File: config.mk
export PLATFORM = sky130hd
export DESIGN_NAME = i2c_register_access_master
export DESIGN_NICKNAME = d
export VERILOG_FILES = /design/src/rtl/core/i2cra_pkg.sv /design/src/rtl/core/i2c_register_access_master.sv /design/src/rtl/core/i2cra_front.sv /design/src/rtl/core/i2cra_queue.sv /design/src/rtl/core/i2cra_engine.sv
export SDC_FILE = /design/constraint.sdc
export NUM_CORES = 1
export LEC_CHECK = 0
export BUFFER_PORTS_ARGS = -buffer_cell sky130_fd_sc_hd__buf_4
export CAP_MARGIN = 20
export CORE_ASPECT_RATIO = 1.5
export CORE_MARGIN = 2
export CORE_UTILIZATION = 55
export CTS_CLUSTER_DIAMETER = 30
export DETAILED_ROUTE_END_ITERATION = 10
export PLACE_DENSITY = 0.78
export SYNTH_ARGS = -nofsm -noshare
export SYNTH_HDL_FRONTEND = slang
export SYNTH_SLANG_ARGS = --single-unit
File: constraint.sdc
create_clock -name clk -period 4 [get_ports clk]
set_input_delay 0.6 -clock clk [delete_from_list [all_inputs] [get_ports clk]]
set_output_delay 0.6 -clock clk [all_outputs]
set_load 0.02 [all_outputs]
File: src/rtl/core/i2cra_pkg.sv
`timescale 1ns / 1ps
// ----------------------------------------------------------------------------
// i2cra_pkg: shared types and constants for the i2c register access master
// Item, command kind, bus phase and result types used by front, queue and
// engine.
// ----------------------------------------------------------------------------
package i2cra_pkg;

  // stream widths
  localparam int IN_TDATA_W  = 24;
  localparam int IN_TUSER_W  = 2;
  localparam int OUT_TDATA_W = 16;
  localparam int CFG_ADDR_W  = 2;
  localparam int CFG_DATA_W  = 8;

  // queue between front and engine
  localparam int QUEUE_DEPTH = 4;
  localparam int QUEUE_PTR_W = $clog2(QUEUE_DEPTH);
  localparam int QUEUE_CNT_W = $clog2(QUEUE_DEPTH + 1);

  // register reset values
  localparam logic [7:0] DEV_ADDR_RST  = 8'd208;
  localparam logic [7:0] ACK_LIMIT_RST = 8'd200;

  // raw func codes on the input channel
  localparam logic [1:0] FUNC_WRITE = 2'd1;
  localparam logic [1:0] FUNC_READ  = 2'd2;

  // configuration register indexes
  localparam logic [CFG_ADDR_W-1:0] CFG_DEV_ADDR  = 2'd0;
  localparam logic [CFG_ADDR_W-1:0] CFG_ACK_LIMIT = 2'd1;

  // byte slots within one transfer
  localparam logic [1:0] BYTE_DEV  = 2'd0;
  localparam logic [1:0] BYTE_REG  = 2'd1;
  localparam logic [1:0] BYTE_LAST = 2'd2;

  typedef enum logic [1:0] {
    CMD_TICK  = 2'd0,
    CMD_WRITE = 2'd1,
    CMD_READ  = 2'd2
  } cmd_t;

  typedef struct packed {
    cmd_t       kind;
    logic [7:0] reg_addr;
    logic [7:0] write_value;
    logic       sda_in;
  } item_t;

  typedef struct packed {
    logic [7:0] read_value;
    logic       status;
    logic       done_res;
    logic       busy_res;
    logic       sda_level;
    logic       sda_drive;
    logic       scl_level;
  } res_t;

  typedef enum logic [15:0] {
    PH_IDLE     = 16'h0001,
    PH_START_H  = 16'h0002,
    PH_START_L  = 16'h0004,
    PH_BIT_L    = 16'h0008,
    PH_BIT_H    = 16'h0010,
    PH_ACK_L    = 16'h0020,
    PH_ACK_H    = 16'h0040,
    PH_RS_L     = 16'h0080,
    PH_RS_H     = 16'h0100,
    PH_RD_L     = 16'h0200,
    PH_RD_H     = 16'h0400,
    PH_NACK_L   = 16'h0800,
    PH_NACK_H   = 16'h1000,
    PH_STOP_L   = 16'h2000,
    PH_STOP_H   = 16'h4000,
    PH_STOP_END = 16'h8000
  } phase_t;

endpackage

File: src/rtl/core/i2c_register_access_master.sv
`timescale 1ns / 1ps
// ----------------------------------------------------------------------------
// i2c_register_access_master: clocked i2c master for single-register access
// Each input transaction is one half-bit tick; each tick yields one result
// with the scl/sda levels and transaction status.
// ----------------------------------------------------------------------------
//  channel  | ports                       | contents
//  ---------+-----------------------------+----------------------------------
//  input    | in_tvalid/tready/tdata/tuser| one tick, func and sampled sda
//  result   | out_tvalid/tready/tdata     | bus levels, busy, done, status
//  config   | cfg_we/cfg_addr/cfg_wdata   | device address, ack wait limit
//
// one tick is accepted per clock while the queue has room and yields one
// result; it passes through the four-entry queue and the result register.
// the sequencer steps one phase per tick.
// reset (rst_n low, synchronous) empties the queue and puts the bus idle.
// a stalled result side fills the queue, then in_tready drops.
// ----------------------------------------------------------------------------
module i2c_register_access_master (
  input  logic                              clk,
  input  logic                              rst_n,
  input  logic                              in_tvalid,
  output logic                              in_tready,
  // reg_addr[7:0], write_value[15:8], sda_in[16], zero pad
  input  logic [i2cra_pkg::IN_TDATA_W-1:0]  in_tdata,
  // func[1:0]
  input  logic [i2cra_pkg::IN_TUSER_W-1:0]  in_tuser,
  output logic                              out_tvalid,
  input  logic                              out_tready,
  // scl_level[0], sda_drive[1], sda_level[2], busy_res[3], done_res[4],
  // status[5], read_value[13:6], zero pad
  output logic [i2cra_pkg::OUT_TDATA_W-1:0] out_tdata,
  input  logic                              cfg_we,
  input  logic [i2cra_pkg::CFG_ADDR_W-1:0]  cfg_addr,
  input  logic [i2cra_pkg::CFG_DATA_W-1:0]  cfg_wdata
);
  import i2cra_pkg::*;

  logic       push;
  item_t      push_item;
  logic       q_full;
  logic       pop;
  logic       q_valid;
  item_t      head;
  res_t       res;
  logic [7:0] dev_addr_r;
  logic [7:0] ack_limit_r;

  // configuration registers
  always_ff @(posedge clk) begin
    if (!rst_n) begin
      dev_addr_r  <= DEV_ADDR_RST;
      ack_limit_r <= ACK_LIMIT_RST;
    end else if (cfg_we) begin
      case (cfg_addr)
        CFG_DEV_ADDR:  dev_addr_r  <= cfg_wdata;
        CFG_ACK_LIMIT: ack_limit_r <= cfg_wdata;
        default: ;
      endcase
    end
  end

  i2cra_front u_front (
    .clk       (clk),
    .rst_n     (rst_n),
    .in_tvalid (in_tvalid),
    .in_tready (in_tready),
    .in_tdata  (in_tdata),
    .in_tuser  (in_tuser),
    .push      (push),
    .push_item (push_item),
    .q_full    (q_full)
  );

  i2cra_queue u_queue (
    .clk       (clk),
    .rst_n     (rst_n),
    .push      (push),
    .push_item (push_item),
    .full      (q_full),
    .pop       (pop),
    .q_valid   (q_valid),
    .head      (head)
  );

  i2cra_engine u_engine (
    .clk       (clk),
    .rst_n     (rst_n),
    .q_valid   (q_valid),
    .head      (head),
    .pop       (pop),
    .dev_addr  (dev_addr_r),
    .ack_limit (ack_limit_r),
    .out_valid (out_tvalid),
    .out_ready (out_tready),
    .res       (res)
  );

  // pack the result fields, lowest first
  assign out_tdata = {2'b00, res.read_value, res.status, res.done_res, res.busy_res,
                      res.sda_level, res.sda_drive, res.scl_level};

endmodule

File: src/rtl/core/i2cra_front.sv
`timescale 1ns / 1ps
// ----------------------------------------------------------------------------
// i2cra_front: input side of the i2c register access master
// Unpacks incoming ticks, classifies the func code into a command kind and
// pushes the item into the queue while there is room.
// ----------------------------------------------------------------------------
module i2cra_front (
  input  logic                             clk,
  input  logic                             rst_n,
  input  logic                             in_tvalid,
  output logic                             in_tready,
  input  logic [i2cra_pkg::IN_TDATA_W-1:0] in_tdata,
  input  logic [i2cra_pkg::IN_TUSER_W-1:0] in_tuser,
  output logic                             push,
  output i2cra_pkg::item_t                 push_item,
  input  logic                             q_full
);
  import i2cra_pkg::*;

  cmd_t kind;

  // classify func, unused code counts as a plain tick
  always_comb begin
    case (in_tuser)
      FUNC_WRITE: kind = CMD_WRITE;
      FUNC_READ:  kind = CMD_READ;
      default:    kind = CMD_TICK;
    endcase
  end

  // accept whenever the queue has room
  assign in_tready             = ~q_full;
  assign push                  = in_tvalid & ~q_full;
  assign push_item.kind        = kind;
  assign push_item.reg_addr    = in_tdata[7:0];
  assign push_item.write_value = in_tdata[15:8];
  assign push_item.sda_in      = in_tdata[16];

`ifndef ASSERT_OFF
  // a transaction is only pushed when the queue has space
  a_no_push_full: assert property (@(posedge clk) disable iff (!rst_n)
    q_full |-> !push) else $error("push while queue full");
`endif

endmodule

File: src/rtl/core/i2cra_queue.sv
`timescale 1ns / 1ps
// ----------------------------------------------------------------------------
// i2cra_queue: short fifo between front and engine
// Holds classified ticks so the input and result sides stall independently.
// ----------------------------------------------------------------------------
module i2cra_queue (
  input  logic             clk,
  input  logic             rst_n,
  input  logic             push,
  input  i2cra_pkg::item_t push_item,
  output logic             full,
  input  logic             pop,
  output logic             q_valid,
  output i2cra_pkg::item_t head
);
  import i2cra_pkg::*;

  item_t                  slot_r [QUEUE_DEPTH];
  logic [QUEUE_PTR_W-1:0] wr_ptr_r, wr_ptr_nxt;
  logic [QUEUE_PTR_W-1:0] rd_ptr_r, rd_ptr_nxt;
  logic [QUEUE_CNT_W-1:0] count_r, count_nxt;
  logic                   do_pop;

  assign full    = (count_r == QUEUE_CNT_W'(QUEUE_DEPTH));
  assign q_valid = (count_r != '0);
  assign head    = slot_r[rd_ptr_r];
  assign do_pop  = pop & q_valid;

  // pointer and fill count update
  always_comb begin
    wr_ptr_nxt = push ? wr_ptr_r + 1'b1 : wr_ptr_r;
    rd_ptr_nxt = do_pop ? rd_ptr_r + 1'b1 : rd_ptr_r;
    count_nxt  = count_r;
    if (push && !do_pop) begin
      count_nxt = count_r + 1'b1;
    end else if (!push && do_pop) begin
      count_nxt = count_r - 1'b1;
    end
  end

  always_ff @(posedge clk) begin
    if (!rst_n) begin
      wr_ptr_r <= '0;
      rd_ptr_r <= '0;
      count_r  <= '0;
    end else begin
      wr_ptr_r <= wr_ptr_nxt;
      rd_ptr_r <= rd_ptr_nxt;
      count_r  <= count_nxt;
    end
  end

  // payload storage, no reset
  always_ff @(posedge clk) begin
    if (push) begin
      slot_r[wr_ptr_r] <= push_item;
    end
  end

`ifndef ASSERT_OFF
  // fill count never passes the depth
  a_count_bound: assert property (@(posedge clk) disable iff (!rst_n)
    count_r <= QUEUE_CNT_W'(QUEUE_DEPTH)) else $error("queue count overflow");
  // count rises on a push without a pop
  a_count_track: assert property (@(posedge clk) disable iff (!rst_n)
    (push && !do_pop) |=> (count_r == $past(count_r) + 1'b1))
    else $error("queue count did not advance");
`endif

endmodule

File: src/rtl/core/i2cra_engine.sv
`timescale 1ns / 1ps
// ----------------------------------------------------------------------------
// i2cra_engine: bus sequencer of the i2c register access master
// Takes one queued tick per cycle while the result register is free or being
// drained, steps the start/byte/ack/read/stop sequence and registers the bus
// levels and status as one result.
module i2cra_engine (
  input  logic             clk,
  input  logic             rst_n,
  input  logic             q_valid,
  input  i2cra_pkg::item_t head,
  output logic             pop,
  input  logic [7:0]       dev_addr,
  input  logic [7:0]       ack_limit,
  output logic             out_valid,
  input  logic             out_ready,
  output i2cra_pkg::res_t  res
);
  import i2cra_pkg::*;

  phase_t     phase_r, phase_nxt, cur_phase;
  logic [3:0] bit_cnt_r, bit_cnt_nxt, cur_bit_cnt, bit_cnt_inc;
  logic [7:0] shift_r, shift_nxt, cur_shift;
  logic [1:0] byte_idx_r, byte_idx_nxt, cur_byte_idx;
  logic [7:0] ack_cnt_r, ack_cnt_nxt, cur_ack_cnt;
  logic [7:0] held_reg_r, held_reg_nxt, cur_held_reg;
  logic [7:0] held_wval_r, held_wval_nxt, cur_held_wval;
  logic       is_read_r, is_read_nxt, cur_is_read;
  logic       failed_r, failed_nxt, cur_failed;
  logic [7:0] rx_byte_r, rx_byte_nxt;
  logic       out_valid_r;
  res_t       res_r, res_nxt;
  logic       cmd_start;
  logic       take;

  // take a tick when the result register is free or being drained
  assign take      = q_valid & (~out_valid_r | out_ready);
  assign pop       = take;
  assign out_valid = out_valid_r;
  assign res       = res_r;

  // command in idle loads the transfer context
  assign cmd_start   = (phase_r == PH_IDLE) && (head.kind != CMD_TICK);
  assign bit_cnt_inc = cur_bit_cnt + 4'd1;

  always_comb begin
    cur_phase     = phase_r;
    cur_bit_cnt   = bit_cnt_r;
    cur_shift     = shift_r;
    cur_byte_idx  = byte_idx_r;
    cur_ack_cnt   = ack_cnt_r;
    cur_held_reg  = held_reg_r;
    cur_held_wval = held_wval_r;
    cur_is_read   = is_read_r;
    cur_failed    = failed_r;
    if (cmd_start) begin
      cur_phase     = PH_START_H;
      cur_bit_cnt   = '0;
      cur_shift     = dev_addr;
      cur_byte_idx  = BYTE_DEV;
      cur_ack_cnt   = '0;
      cur_held_reg  = head.reg_addr;
      cur_held_wval = head.write_value;
      cur_is_read   = (head.kind == CMD_READ);
      cur_failed    = 1'b0;
    end
  end

  // one tick of the bus sequence
  always_comb begin
    phase_nxt          = cur_phase;
    bit_cnt_nxt        = cur_bit_cnt;
    shift_nxt          = cur_shift;
    byte_idx_nxt       = cur_byte_idx;
    ack_cnt_nxt        = cur_ack_cnt;
    held_reg_nxt       = cur_held_reg;
    held_wval_nxt      = cur_held_wval;
    is_read_nxt        = cur_is_read;
    failed_nxt         = cur_failed;
    rx_byte_nxt        = rx_byte_r;
    res_nxt.scl_level  = 1'b1;
    res_nxt.sda_drive  = 1'b1;
    res_nxt.sda_level  = 1'b1;
    res_nxt.busy_res   = 1'b1;
    res_nxt.done_res   = 1'b0;
    res_nxt.status     = 1'b0;
    case (cur_phase)
      PH_START_H: begin
        res_nxt.sda_level = 1'b0;
        phase_nxt         = PH_START_L;
      end
      PH_START_L: begin
        res_nxt.scl_level = 1'b0;
        res_nxt.sda_level = 1'b0;
        bit_cnt_nxt       = '0;
        phase_nxt         = PH_BIT_L;
      end
      PH_BIT_L: begin
        res_nxt.scl_level = 1'b0;
        res_nxt.sda_level = cur_shift[7];
        phase_nxt         = PH_BIT_H;
      end
      PH_BIT_H: begin
        res_nxt.sda_level = cur_shift[7];
        shift_nxt         = {cur_shift[6:0], 1'b0};
        bit_cnt_nxt       = bit_cnt_inc;
        phase_nxt         = bit_cnt_inc[3] ? PH_ACK_L : PH_BIT_L;
      end
      PH_ACK_L: begin
        res_nxt.scl_level = 1'b0;
        res_nxt.sda_drive = 1'b0;
        res_nxt.sda_level = 1'b0;
        ack_cnt_nxt       = '0;
        phase_nxt         = PH_ACK_H;
      end
      PH_ACK_H: begin
        res_nxt.sda_drive = 1'b0;
        res_nxt.sda_level = 1'b0;
        if (!head.sda_in) begin
          // acknowledged: move to the next byte or part
          case (cur_byte_idx)
            BYTE_DEV: begin
              shift_nxt    = cur_held_reg;
              byte_idx_nxt = BYTE_REG;
              bit_cnt_nxt  = '0;
              phase_nxt    = PH_BIT_L;
            end
            BYTE_REG: begin
              if (cur_is_read) begin
                phase_nxt = PH_RS_L;
              end else begin
                shift_nxt    = cur_held_wval;
                byte_idx_nxt = BYTE_LAST;
                bit_cnt_nxt  = '0;
                phase_nxt    = PH_BIT_L;
              end
            end
            default: begin
              bit_cnt_nxt = '0;
              if (cur_is_read) begin
                shift_nxt = '0;
                phase_nxt = PH_RD_L;
              end else begin
                phase_nxt = PH_STOP_L;
              end
            end
          endcase
        end else if (cur_ack_cnt >= ack_limit) begin
          failed_nxt = 1'b1;
          phase_nxt  = PH_STOP_L;
        end else begin
          ack_cnt_nxt = cur_ack_cnt + 8'd1;
        end
      end
      PH_RS_L: begin
        res_nxt.scl_level = 1'b0;
        phase_nxt         = PH_RS_H;
      end
      PH_RS_H: begin
        shift_nxt    = dev_addr + 8'd1;
        byte_idx_nxt = BYTE_LAST;
        phase_nxt    = PH_START_H;
      end
      PH_RD_L: begin
        res_nxt.scl_level = 1'b0;
        res_nxt.sda_drive = 1'b0;
        res_nxt.sda_level = 1'b0;
        phase_nxt         = PH_RD_H;
      end
      PH_RD_H: begin
        res_nxt.sda_drive = 1'b0;
        res_nxt.sda_level = 1'b0;
        shift_nxt         = {cur_shift[6:0], head.sda_in};
        bit_cnt_nxt       = bit_cnt_inc;
        phase_nxt         = bit_cnt_inc[3] ? PH_NACK_L : PH_RD_L;
      end
      PH_NACK_L: begin
        res_nxt.scl_level = 1'b0;
        phase_nxt         = PH_NACK_H;
      end
      PH_NACK_H: begin
        phase_nxt = PH_STOP_L;
      end
      PH_STOP_L: begin
        res_nxt.scl_level = 1'b0;
        res_nxt.sda_level = 1'b0;
        phase_nxt         = PH_STOP_H;
      end
      PH_STOP_H: begin
        res_nxt.sda_level = 1'b0;
        phase_nxt         = PH_STOP_END;
      end
      PH_STOP_END: begin
        res_nxt.done_res = 1'b1;
        res_nxt.status   = cur_failed;
        if (!cur_failed && cur_is_read) begin
          rx_byte_nxt = cur_shift;
        end
        phase_nxt = PH_IDLE;
      end
      default: begin
        // idle: bus released high
        res_nxt.busy_res = 1'b0;
        phase_nxt        = PH_IDLE;
      end
    endcase
    res_nxt.read_value = rx_byte_nxt;
  end

  // sequencer state
  always_ff @(posedge clk) begin
    if (!rst_n) begin
      phase_r     <= PH_IDLE;
      bit_cnt_r   <= '0;
      shift_r     <= '0;
      byte_idx_r  <= BYTE_DEV;
      ack_cnt_r   <= '0;
      held_reg_r  <= '0;
      held_wval_r <= '0;
      is_read_r   <= 1'b0;
      failed_r    <= 1'b0;
      rx_byte_r   <= '0;
    end else if (take) begin
      phase_r     <= phase_nxt;
      bit_cnt_r   <= bit_cnt_nxt;
      shift_r     <= shift_nxt;
      byte_idx_r  <= byte_idx_nxt;
      ack_cnt_r   <= ack_cnt_nxt;
      held_reg_r  <= held_reg_nxt;
      held_wval_r <= held_wval_nxt;
      is_read_r   <= is_read_nxt;
      failed_r    <= failed_nxt;
      rx_byte_r   <= rx_byte_nxt;
    end
  end

  // result register
  always_ff @(posedge clk) begin
    if (!rst_n) begin
      out_valid_r <= 1'b0;
    end else if (take) begin
      out_valid_r <= 1'b1;
    end else if (out_ready) begin
      out_valid_r <= 1'b0;
    end
  end

  always_ff @(posedge clk) begin
    if (take) begin
      res_r <= res_nxt;
    end
  end

`ifndef ASSERT_OFF
  // a missing-ack status only comes with done
  a_status_done: assert property (@(posedge clk) disable iff (!rst_n)
    (out_valid_r && res_r.status) |-> res_r.done_res)
    else $error("status without done");
  // done marks the last busy tick
  a_done_busy: assert property (@(posedge clk) disable iff (!rst_n)
    (out_valid_r && res_r.done_res) |-> res_r.busy_res)
    else $error("done outside a transaction");
  // released sda reads as level zero
  a_release_low: assert property (@(posedge clk) disable iff (!rst_n)
    (out_valid_r && !res_r.sda_drive) |-> !res_r.sda_level)
    else $error("level set while sda released");
  // after done the sequencer is back in idle
  a_done_idle: assert property (@(posedge clk) disable iff (!rst_n)
    (take && res_nxt.done_res) |=> (phase_r == PH_IDLE))
    else $error("sequencer not idle after done");
`endif

endmodule

== Word level (Yosys, flattened, before mapping) ==
Memories as Yosys holds them, arrays and structs flattened. A register that Yosys moved wholly into a read port is not among the register bits.
Cells that the tools add are included.
W data, S select, Z words.
Storage, ports and cells
  bits in latches: 0
  memory bits (writable): 76
  bits of input ports: 41
  bits in registers: 102
  ROM bits: 0
  output and inout port bits: 18
  memories: 1
Memory list
  u_queue.slot_r: words 4, width 19, rd ports 1, clocked after Yosys merged registers in 1, wr ports 1, line i2cra_queue.sv:18  | item_t slot_r [QUEUE_DEPTH];
Cells by class
  add/sub/neg operators: 7
  divide/modulo/power cells: 0
  muxes and demuxes: 52
  bitwise gates (word level): 6
  shift operators: 0
  reductions and logical operators: 21
  $mul: 0
  equal/unequal tests: 22
  $lt $le $gt $ge: 1
Operators by type and width (number)
  $pmux W16 S14: 1
  $mux W8: 12
  $mux W16: 3
  $pmux W16 S2: 1
  $pmux W8 S2: 2
  $pmux W8 S4: 1
  $add A8 B1 Y8 const B: 2
  $eq A16 B1 Y1 const B: 1
  $eq A16 B10 Y1 const B: 1
  $eq A16 B11 Y1 const B: 1
  $eq A16 B12 Y1 const B: 1
  $eq A16 B13 Y1 const B: 1
  $eq A16 B14 Y1 const B: 1
  $eq A16 B15 Y1 const B: 1
  $eq A16 B16 Y1 const B: 1
  $eq A16 B2 Y1 const B: 1
  $eq A16 B3 Y1 const B: 1
  $eq A16 B4 Y1 const B: 1
  $eq A16 B5 Y1 const B: 1
  $eq A16 B6 Y1 const B: 1
  $eq A16 B7 Y1 const B: 1
  $eq A16 B8 Y1 const B: 1
  $eq A16 B9 Y1 const B: 1
  $mux W4: 4
  31 further kinds: 67

== Logic depth before layout (Yosys ltp) ==
  depth in word-level cells: 7
  depth in mapped cells: 14
  depth with buffers taken out: 11

== Modules after synthesis ==
A second synthesis with hierarchy kept.
Unflattened totals
  cells, all modules: 822
  area, all modules: 8921.1 um^2
Modules (own cells, without submodules)
  i2cra_engine: cells an instance 591, area an instance 4830.9 um^2, times used 1
  i2cra_queue: cells an instance 142, area an instance 3261.9 um^2, times used 1
  i2c_register_access_master: cells an instance 68, area an instance 675.6 um^2, times used 1
  i2cra_front: cells an instance 21, area an instance 152.6 um^2, times used 1

== Worst setup path after synthesis ==
No wires, ideal clock.
  kind: flip-flop to flip-flop
  start: register with a tool-made name
  end: register u_engine.ack_cnt_r[6]
  cell stages (with the launch flop): 14
  slack: 0.325 ns
  setup time: 0.074 ns
  required time: 3.926 ns
  arrival: 3.600 ns
  cells stage by stage: dfxtp_1 buf_2 mux4_2 or2_2 nand2_2 clkbuf_1 nand2_1 ha_1 nand2b_1 a211o_1 o211ai_1 nand2_1 or4_1 a31oi_1
RTL lines
  end signal, assigned: line i2cra_engine.sv:228  | ack_cnt_r <= ack_cnt_nxt;
  end, declared: line i2cra_engine.sv:25  | logic [7:0] ack_cnt_r, ack_cnt_nxt, cur_ack_cnt;

==> metrics.yaml <==
power:
  power_density_nw_per_um2: 688
  switchingPower_uw: 2580
  seq_power_share_pct: 37.2
  pwr-share-comb_pct: 38.3
  clkPwrFrac_pct: 24.5
  intPower_uw: 4100
  swShare_pct: 38.6
  power_leakage_uw: 0.00364
  irDropWorstVdd_mv: 0.502
placement:
  dpl.hpwl_um: 14400
  place.gp.congestion: 0.930
  io_buffers: 49
  place_inst: 1006
routing:
  vias: 6481
  drtIter0Drc: 467
  postRouteAntennaNets: 0
  wl_per_cell_um: 20.2
  drc_errors: 0
  drtPass1Iterations: 6
  wirelength_um: 21000
  vias_per_cell: 6.24
worst_setup_path:
  worst-path-stages: 11
  criticalPathCategory: "reg -> reg"
  reg2reg_depth: 11
  crit_top_cell: "nand2_1"
  critPathRequiredTime_ns: 4.35
  crit_fanout: 9
  cp-end-kind: "register"
  cpPeakStageDelay_ns: 0.59
  critical_path.slowest_cell: "mux4_2"
  timing.rr.end: "u_engine.ack_cnt_r[6]"
  critPathBufInv: 0
  cp_cell_sequence: "mux4_2 -> or2_2 -> nand2_2 -> nand2_1 -> ha_1 -> nand2b_1 -> a211oi_1 -> o31a_1 -> nand2_1 -> or4_1 -> a31oi_1"
  critPathCapture: "u_engine.ack_cnt_r[6]"
  r2r_setup_slack_ns: 0.38
  path_delay_family: "simple AND/OR/NAND/NOR gates"
  startpoint_type: "register"
  crit_arrival_ns: 3.96
synth:
  async_flop_share_pct: 0
  yosys.area.top_type: "edfxtp_1"
  synth_ff_type: "edfxtp_1"
  netlist_area_sq_um: 8590
  syn_inst: 788
  syn_avg_cell_area_sq_um: 10.9
  synth_commonest_cells: "90 x dfxtp_1, 90 x edfxtp_1, 83 x nand2_1, 52 x a21oi_1, 50 x nor2_1"
  synth_seq_cells: 180
  synth_top_cell_area_share_pct: 31.5
  seq_area_frac_synth_pct: 52.4
  ys_top_cells_by_area: "edfxtp_1 31%, dfxtp_1 21%, mux4_2 4.7%, nand2_1 3.6%, mux2_2 3.3%"
  yosysWarningCount: 0
  synth_cell_types: 74
  synth_edf_count: 90
clock_network:
  cts_post_setup_buffers_inserted: 0
  numCtsBuffers: 17
  clkTransAtPathRegs_ns: 0.08
  htreeDepth: 4
  clock_path_buffers: 2
  cts_root_buf: "clkbuf_16"
  ctsResizeCount: 0
  clkLatencyLatePin_ns: 0.43
  cts.sinks: 180
  cts_tree: "yes"
  cts_hold_buffers: 0
timing:
  slew_headroom_pct: 32.4
  finalCritPeriodShare_pct: 90.4
  finalClockSkew_ns: 0.0120
  tns_ns: 0
  hold_viol_final: 0
  setup_viol: 0
  rsz0062_at_grt: "false"
  period_needed_ns: 3.62
  tightest_slew_ns: 1.01
  slew_violations: 0
  fmax_mhz: 277
finish:
  final_nets: 879
  area_growth_pct: 13.0
  drive_gt1_share_pct: 20.0
  fillers: 1236
  instances_no_fill: 1038
  diodes: 0
die:
  boundaryPins: 59
  core_area_sq_um: 15500
  initial_core_util_pct: 55.5
  rows: 56
  die_h_um: 157
  design.die.area_sq_um: 16700
  die-width_um: 106
hold_path:
  hold_path.class: "in -> reg"
global_route:
  antenna_found_initial: 0
  overflow: 0
  track_usage_pct: 26.0
  grt_pass1_vias: 6448
  grt_pass1_wl_um: 33400
  grt_start_max_net_pins: 54
status:
  outcome: "complete, no violations"
flow_run:
  maxCapViolations: 0
through the flow:
step / area, sq um / total power, uW / util, % / hold slack [ns] / worst slack [ns]
after floorplan: 8600 / 4210 / - / 0.429 / 0.325
after global placement: 9120 / 4920 / 58.9 / 0.436 / 0.524
after detailed placement: 9120 / 5030 / 58.9 / 0.451 / 0.426
after CTS: 9710 / 6670 / 62.7 / 0.353 / 0.394
after global routing: 9710 / 7020 / 62.7 / 0.348 / 0.229
final: 9710 / 6690 / 62.7 / 0.365 / 0.385
routing by layer:
metal	routed length (um)	up-vias	part of all wire, %	GRT usage (%)
li1	-	3011	-	-
met1	7920	3188	38	28.8
met2	11500	228	55	48.0
met3	875	54	4.2	4.39
met4	675	0	3.2	12.2
met5	0	-	0	0
cell type report:
class | count | area, sq um | share of cell area, %
clock inverter | 15 | 166 | 1.71
multi-input combinational | 535 | 3780 | 38.9
tap | 203 | 254 | 2.62
timing repair buffer | 67 | 503 | 5.18
sequential | 180 | 4500 | 46.4
clock buffer | 17 | 425 | 4.38
inverter | 21 | 78.8 | 0.812
worst min-delay path by stage:
| stage | to | startpoint | depth (start not counted) |
|---|---|---|---|
| finish | u_queue.slot_r[3][12] | in_tdata[3] | 1 |
| global route | u_queue.slot_r[3][12] | in_tdata[3] | 1 |
| CTS | u_queue.slot_r[3][12] | in_tdata[3] | 1 |
| detailed placement | u_engine.held_wval_r[4] | u_engine.held_wval_r[4] | 2 |
| global placement | u_engine.held_wval_r[2] | u_engine.held_wval_r[2] | 2 |
| floorplan | u_engine.held_reg_r[5] | u_engine.held_reg_r[5] | 2 |
power groups by stage:
stage / Sequential (uW) / Clock (uW) / Combinational, uW
3_3_place_gp: 2490 / 0 / 2430
6_report: 2490 / 1640 / 2560
3_5_place_dp: 2520 / 0 / 2510
2_1_floorplan: 2500 / 0 / 1720
4_1_cts: 2480 / 1660 / 2530
5_1_grt: 2520 / 1740 / 2760
cell families after synthesis:
kind of cell	share of synthesized area [%]
AND/OR/NAND/NOR	15.8
flip-flops	52.4
AO/OA/AOI/OAI	13.5
buffers and inverters	3.63
multiplexers	10.4
XOR/XNOR	1.73
adder cells (fa/ha/maj)	2.42
other	0.0436
worst register-to-register path: stages, from the launching register on:
cell and delay [ns]:
dfxtp_1 0.47, mux4_2 0.59, or2_2 0.37, nand2_2 0.18
nand2_1 0.12, ha_1 0.28, nand2b_1 0.16, a211oi_1 0.25
o31a_1 0.29, nand2_1 0.14, or4_1 0.54, a31oi_1 0.16
cells in the final DEF (no fill, tap or decap), types with 4 or more instances in the layout:
cell	n
clkbuf_16	17
o211ai_1	4
nor4b_1	5
o211a_1	13
nor4_1	10
nand2b_1	5
nand3_1	17
and3_1	11
o21ai_0	39
dfxtp_1	90
ha_1	15
a221oi_1	4
or2_2	13
inv_1	19
xnor2_1	8
a211oi_1	4
edfxtp_1	90
a21o_1	9
a31oi_1	12
mux4_2	18
nor3_1	8
and2_1	11
mux2_2	25
buf_4	67
xor2_1	9
inv_8	6
or4_1	10
nand4b_1	4
a21oi_1	52
nand2_1	83
mux2i_1	21
nand4_1	16
o22ai_1	5
nor2_1	50
state kept, by name, indices dropped and copies added, names as in the netlist, 2 cells and up, named ones only:
register / count
u_engine.bit_cnt_r: 4
u_queue.slot_r: 76
u_engine.shift_r: 8
u_engine.phase_r: 16
u_engine.held_reg_r: 8
u_engine.ack_cnt_r: 8
u_engine.held_wval_r: 8
dev_addr_r: 8
ack_limit_r: 8
u_engine.byte_idx_r: 2
u_engine.res: 14
u_engine.rx_byte_r: 8
u_queue.rd_ptr_r: 2
u_queue.count_r: 3
u_queue.wr_ptr_r: 2
Note: power is estimated with default switching activity, not from simulation.
